`config.mk`:
```
export PLATFORM = sky130hd
export DESIGN_NAME = s512h_ram
export DESIGN_NICKNAME = d
export VERILOG_FILES = /design/src/sha512_hash_unit_defines.svh /design/src/s512h_ram.sv
export SDC_FILE = /design/constraint.sdc
export NUM_CORES = 1
export LEC_CHECK = 0
export BUFFER_PORTS_ARGS = -buffer_cell sky130_fd_sc_hd__buf_4
export CAP_MARGIN = 20
export CORE_ASPECT_RATIO = 1.5
export CORE_MARGIN = 3
export CORE_UTILIZATION = 61
export CTS_CLUSTER_DIAMETER = 120
export DETAILED_ROUTE_END_ITERATION = 10
export GPL_ROUTABILITY_DRIVEN = 0
export PLACE_DENSITY_LB_ADDON = 0.15
export SLEW_MARGIN = 20
export SYNTH_ARGS = -nofsm -noshare
export SYNTH_HDL_FRONTEND = slang
export SYNTH_SLANG_ARGS = --single-unit
```
`constraint.sdc`:
```
create_clock -name clk -period 9.25 [get_ports clk]
set_clock_uncertainty 0.05 [all_clocks]
set_input_delay 1.85 -clock clk [delete_from_list [all_inputs] [get_ports clk]]
set_output_delay 1.85 -clock clk [all_outputs]
set_load 0.05 [all_outputs]
```
`src/sha512_hash_unit_defines.svh`:
```
// ---------------------------------------------------------------------------
// sha512_hash_unit_defines.svh
// Assertion macros shared by the hash unit.
// ---------------------------------------------------------------------------
`ifndef SHA512_HASH_UNIT_DEFINES_SVH
`define SHA512_HASH_UNIT_DEFINES_SVH
`ifndef NO_ASSERTIONS
// Check a property on every clock edge outside reset.
`define S512H_ASSERT(lbl, prop) \
    lbl: assert property (@(posedge clk) disable iff (!rst_n) (prop)) \
        else $error("sha512 hash unit assertion failed");
// Check that a condition implies another in the next cycle.
`define S512H_ASSERT_NEXT(lbl, cond, nxt) \
    lbl: assert property (@(posedge clk) disable iff (!rst_n) (cond) |=> (nxt)) \
        else $error("sha512 hash unit assertion failed");
`else
`define S512H_ASSERT(lbl, prop)
`define S512H_ASSERT_NEXT(lbl, cond, nxt)
`endif
`endif

```
`src/s512h_ram.sv`:
```
// ---------------------------------------------------------------------------
// s512h_ram
// Generic simple dual-port RAM with a registered read.
// ---------------------------------------------------------------------------
module s512h_ram #(
    parameter int WIDTH = 64,
    parameter int DEPTH = 16
) (
    input  logic                     clk,
    input  logic                     we,
    input  logic [$clog2(DEPTH)-1:0] waddr,
    input  logic [WIDTH-1:0]         wdata,
    input  logic [$clog2(DEPTH)-1:0] raddr,
    output logic [WIDTH-1:0]         rdata
);
    logic [WIDTH-1:0] mem [DEPTH];

    always_ff @(posedge clk)
    begin
        if (we)
        begin
            mem[waddr] <= wdata;
        end
        rdata <= mem[raddr];
    end
endmodule

```
==> metrics.txt <==
status completed; CP Data Arrival Time between 3 and 4 ns; post_cts resized 0; Slew headroom between 20% and 30%; initial core utilization approximately 62%; most used cell, CP buf_4; worst reg-to-reg path cell count 3; CTS root buf clkbuf_16; first-pass GRT wire length about 120000 um; buffer and inverter count on the worst path 2; wire length per cell a little under 30 um; main combinational cell family by area after synthesis multiplexers; Leakage ~14 nW; commonest cells after routing, fill and taps aside edfxtp_1 (1024), mux4_2 (256), buf_4 (168); MaxCap Viol Count 0; Post-CTS Hold Fix Bufs 0; # port buffers 137; slowest stage delay, CP between 0.8 and 0.9 ns; CP Max Fanout 43; CTS tree done; total CTS buffers 92; FF-to-FF End rdata[59]; number of global-route vias before repair roughly 19000; Tmin final approximately 3.8 ns; row count about 110; Final Util 70.3%; TritonRoute pass-1 iters 5; Post-DP HPWL about 39000 um; Min-Delay Path Depth 3; Worst setup EP type register; delay-heaviest family, CP simple AND/OR/NAND/NOR gates; simple-gate share of the synthesized area 0.942%; chip width around 210 um; Final setup viols 0; DRC Markers 0; Critical Path Source Type input port; Hold Crit Endpoint rdata[31]; worst skew pair latency approximately 0.65 ns; setup TNS 0 ns; Avg Vias per Cell about 6.4; Max Slew Vio Count 0; clock tree buffer depth 3; power per cell area between 200 and 250 nW/um^2; most common cell after layout, fill and taps aside edfxtp_1; crit-path cells buf_4 -> nand2b_1 -> nor2_4 -> buf_4; Final Cycle Share between 40 and 50%; hold path startpoint mem[15][31]; Worst-Margin Slew 1.10 ns; core region area around 64000 sq um; Synth Area per Inst about 24 sq um; Reg clk slew, reported paths about 0.06 ns; post-synthesis mux area share between 10 and 15%; initial antenna violation count 2; detailed-route via count 17800; gr ovfl total 0; Layout area overhead 13.2%; final hold violation count 0; sequential share of the synthesized area around four fifths; pin count of the biggest net entering global routing roughly 160; cells after synthesis roughly 1600; total track usage approximately a quarter; Mapped Area 39600 sq um; final net count 1905; Setup Crit Path Kind input port to register; RSZ-0062 raised after global routing false; worst hold path type register to register; # H-tree levels 3; Reg-to-Reg Start mem[3][59]; CP required ~9.5 ns; Final ANT Viol Nets 0; fmax ~270 MHz; Yosys reg bits about 1100; post-synthesis xor/xnor area fraction 0%; compound-gate portion of the synthesized area under 10%; Post-Synthesis Net Count 1721; warnings from Yosys 0; Fillers 3754; DIE AREA 68000 sq um; Yosys cell types 18; peak supply drop between 0.15 and 0.2 mV; I/O Pins roughly 140; Die Ht ~320 um; CP max-delay cell buf_4; share of post-route cells with drive strength above 1 a little over 30%; Sink Count around 1100; reg-to-reg setup timing slack 7.84 ns; Post-CTS Setup Bufs 0; Adder-Cell Fraction of Synth Area 0%; DRT iter0 DRCs between 1500 and 2000; final WL slightly above 80000 um
worst register-to-register path, cell delays in order, from the launching register on:
cell	delay [ns]
edfxtp_1	0.42
mux4_2	0.52
a22oi_1	0.24
nand2_1	0.08
flip-flops by register name, indices dropped and copies added, names as in the netlist:
name   flops
mem     1024
rdata     64
how the worst max path moves through the flow:
stage               depth (start not counted)     start  slack [ns]     endpoint
floorplan                                   2  waddr[2]        1.92    mem[0][0]
global placement                            4  waddr[2]        4.64   mem[2][23]
detailed placement                          4  waddr[2]        4.60   mem[2][23]
CTS                                         4  waddr[2]        5.27   mem[2][39]
global route                                5  raddr[0]        5.31    rdata[14]
finish                                      4  waddr[1]        5.48  mem[13][34]
layout make-up:
| cell class | count | area (sq um) | share of cell area, % |
|---|---|---|---|
| Sequential cell | 1088 | 32000 | 71.5 |
| Multi-Input combinational cell | 475 | 7230 | 16.1 |
| Clock buffer | 131 | 2610 | 5.83 |
| Timing Repair Buffer | 174 | 1370 | 3.06 |
| Tap cell | 862 | 1080 | 2.41 |
| Clock inverter | 42 | 485 | 1.08 |
| Antenna cell | 2 | 5.00 | 0.0112 |
cell usage after synthesis (all sizes together):
library cell,n,share of area [%]
nand2,65,0.62
buf,48,0.80
mux4,256,15
edfxtp,1024,78
and2,1,0.016
nand3b,2,0.038
nand3,1,0.013
nor3,4,0.051
nor2b,2,0.032
nand2b,2,0.032
or3b,1,0.022
a22oi,128,2.4
nor2,13,0.12
clkbuf,36,0.34
dfxtp,64,3.2
power by group:
group	leakage, nW	switching, mW	internal [mW]	total [mW]
Sequential	9.79	0.0408	5.51	5.55
Combinational	3.08	0.373	0.219	0.592
Clock	1.51	1.67	2.25	3.92
Total	14.4	2.08	7.98	10.1
per-stage QoR:
step / power (mW) / cell area (sq um) / hold WS (ns) / setup slack (ns) / instances
global route: 10.4 / 44800 / 0.646 / 5.31 / 2773
floorplan: 6.02 / 39600 / 0.585 / 1.92 / 1647
detailed placement: 6.25 / 41700 / 0.602 / 4.60 / 2598
CTS: 10.1 / 44800 / 0.621 / 5.27 / 2771
global placement: 6.24 / 41700 / 0.598 / 4.64 / 2598
finish: 10.1 / 44800 / 0.618 / 5.48 / 2774
metal layers:
metal  share of wire [%]  up-vias  wire [um]  global-route usage (%)
li1                    -     7404          -                       -
met1                  38     9502      31000                    34.0
met3                 7.4      161       5970                    3.91
met5                   0        -          0                       0
met2                  52      739      41700                    40.5
met4                 2.7        0       2230                    8.33
cell families after synthesis:
kind of cell    Yosys count
mux                     256
simple gates             91
compound gates          128
buf+inv                  84
flops                  1088
No activity file was read; power rests on OpenSTA's default activity.
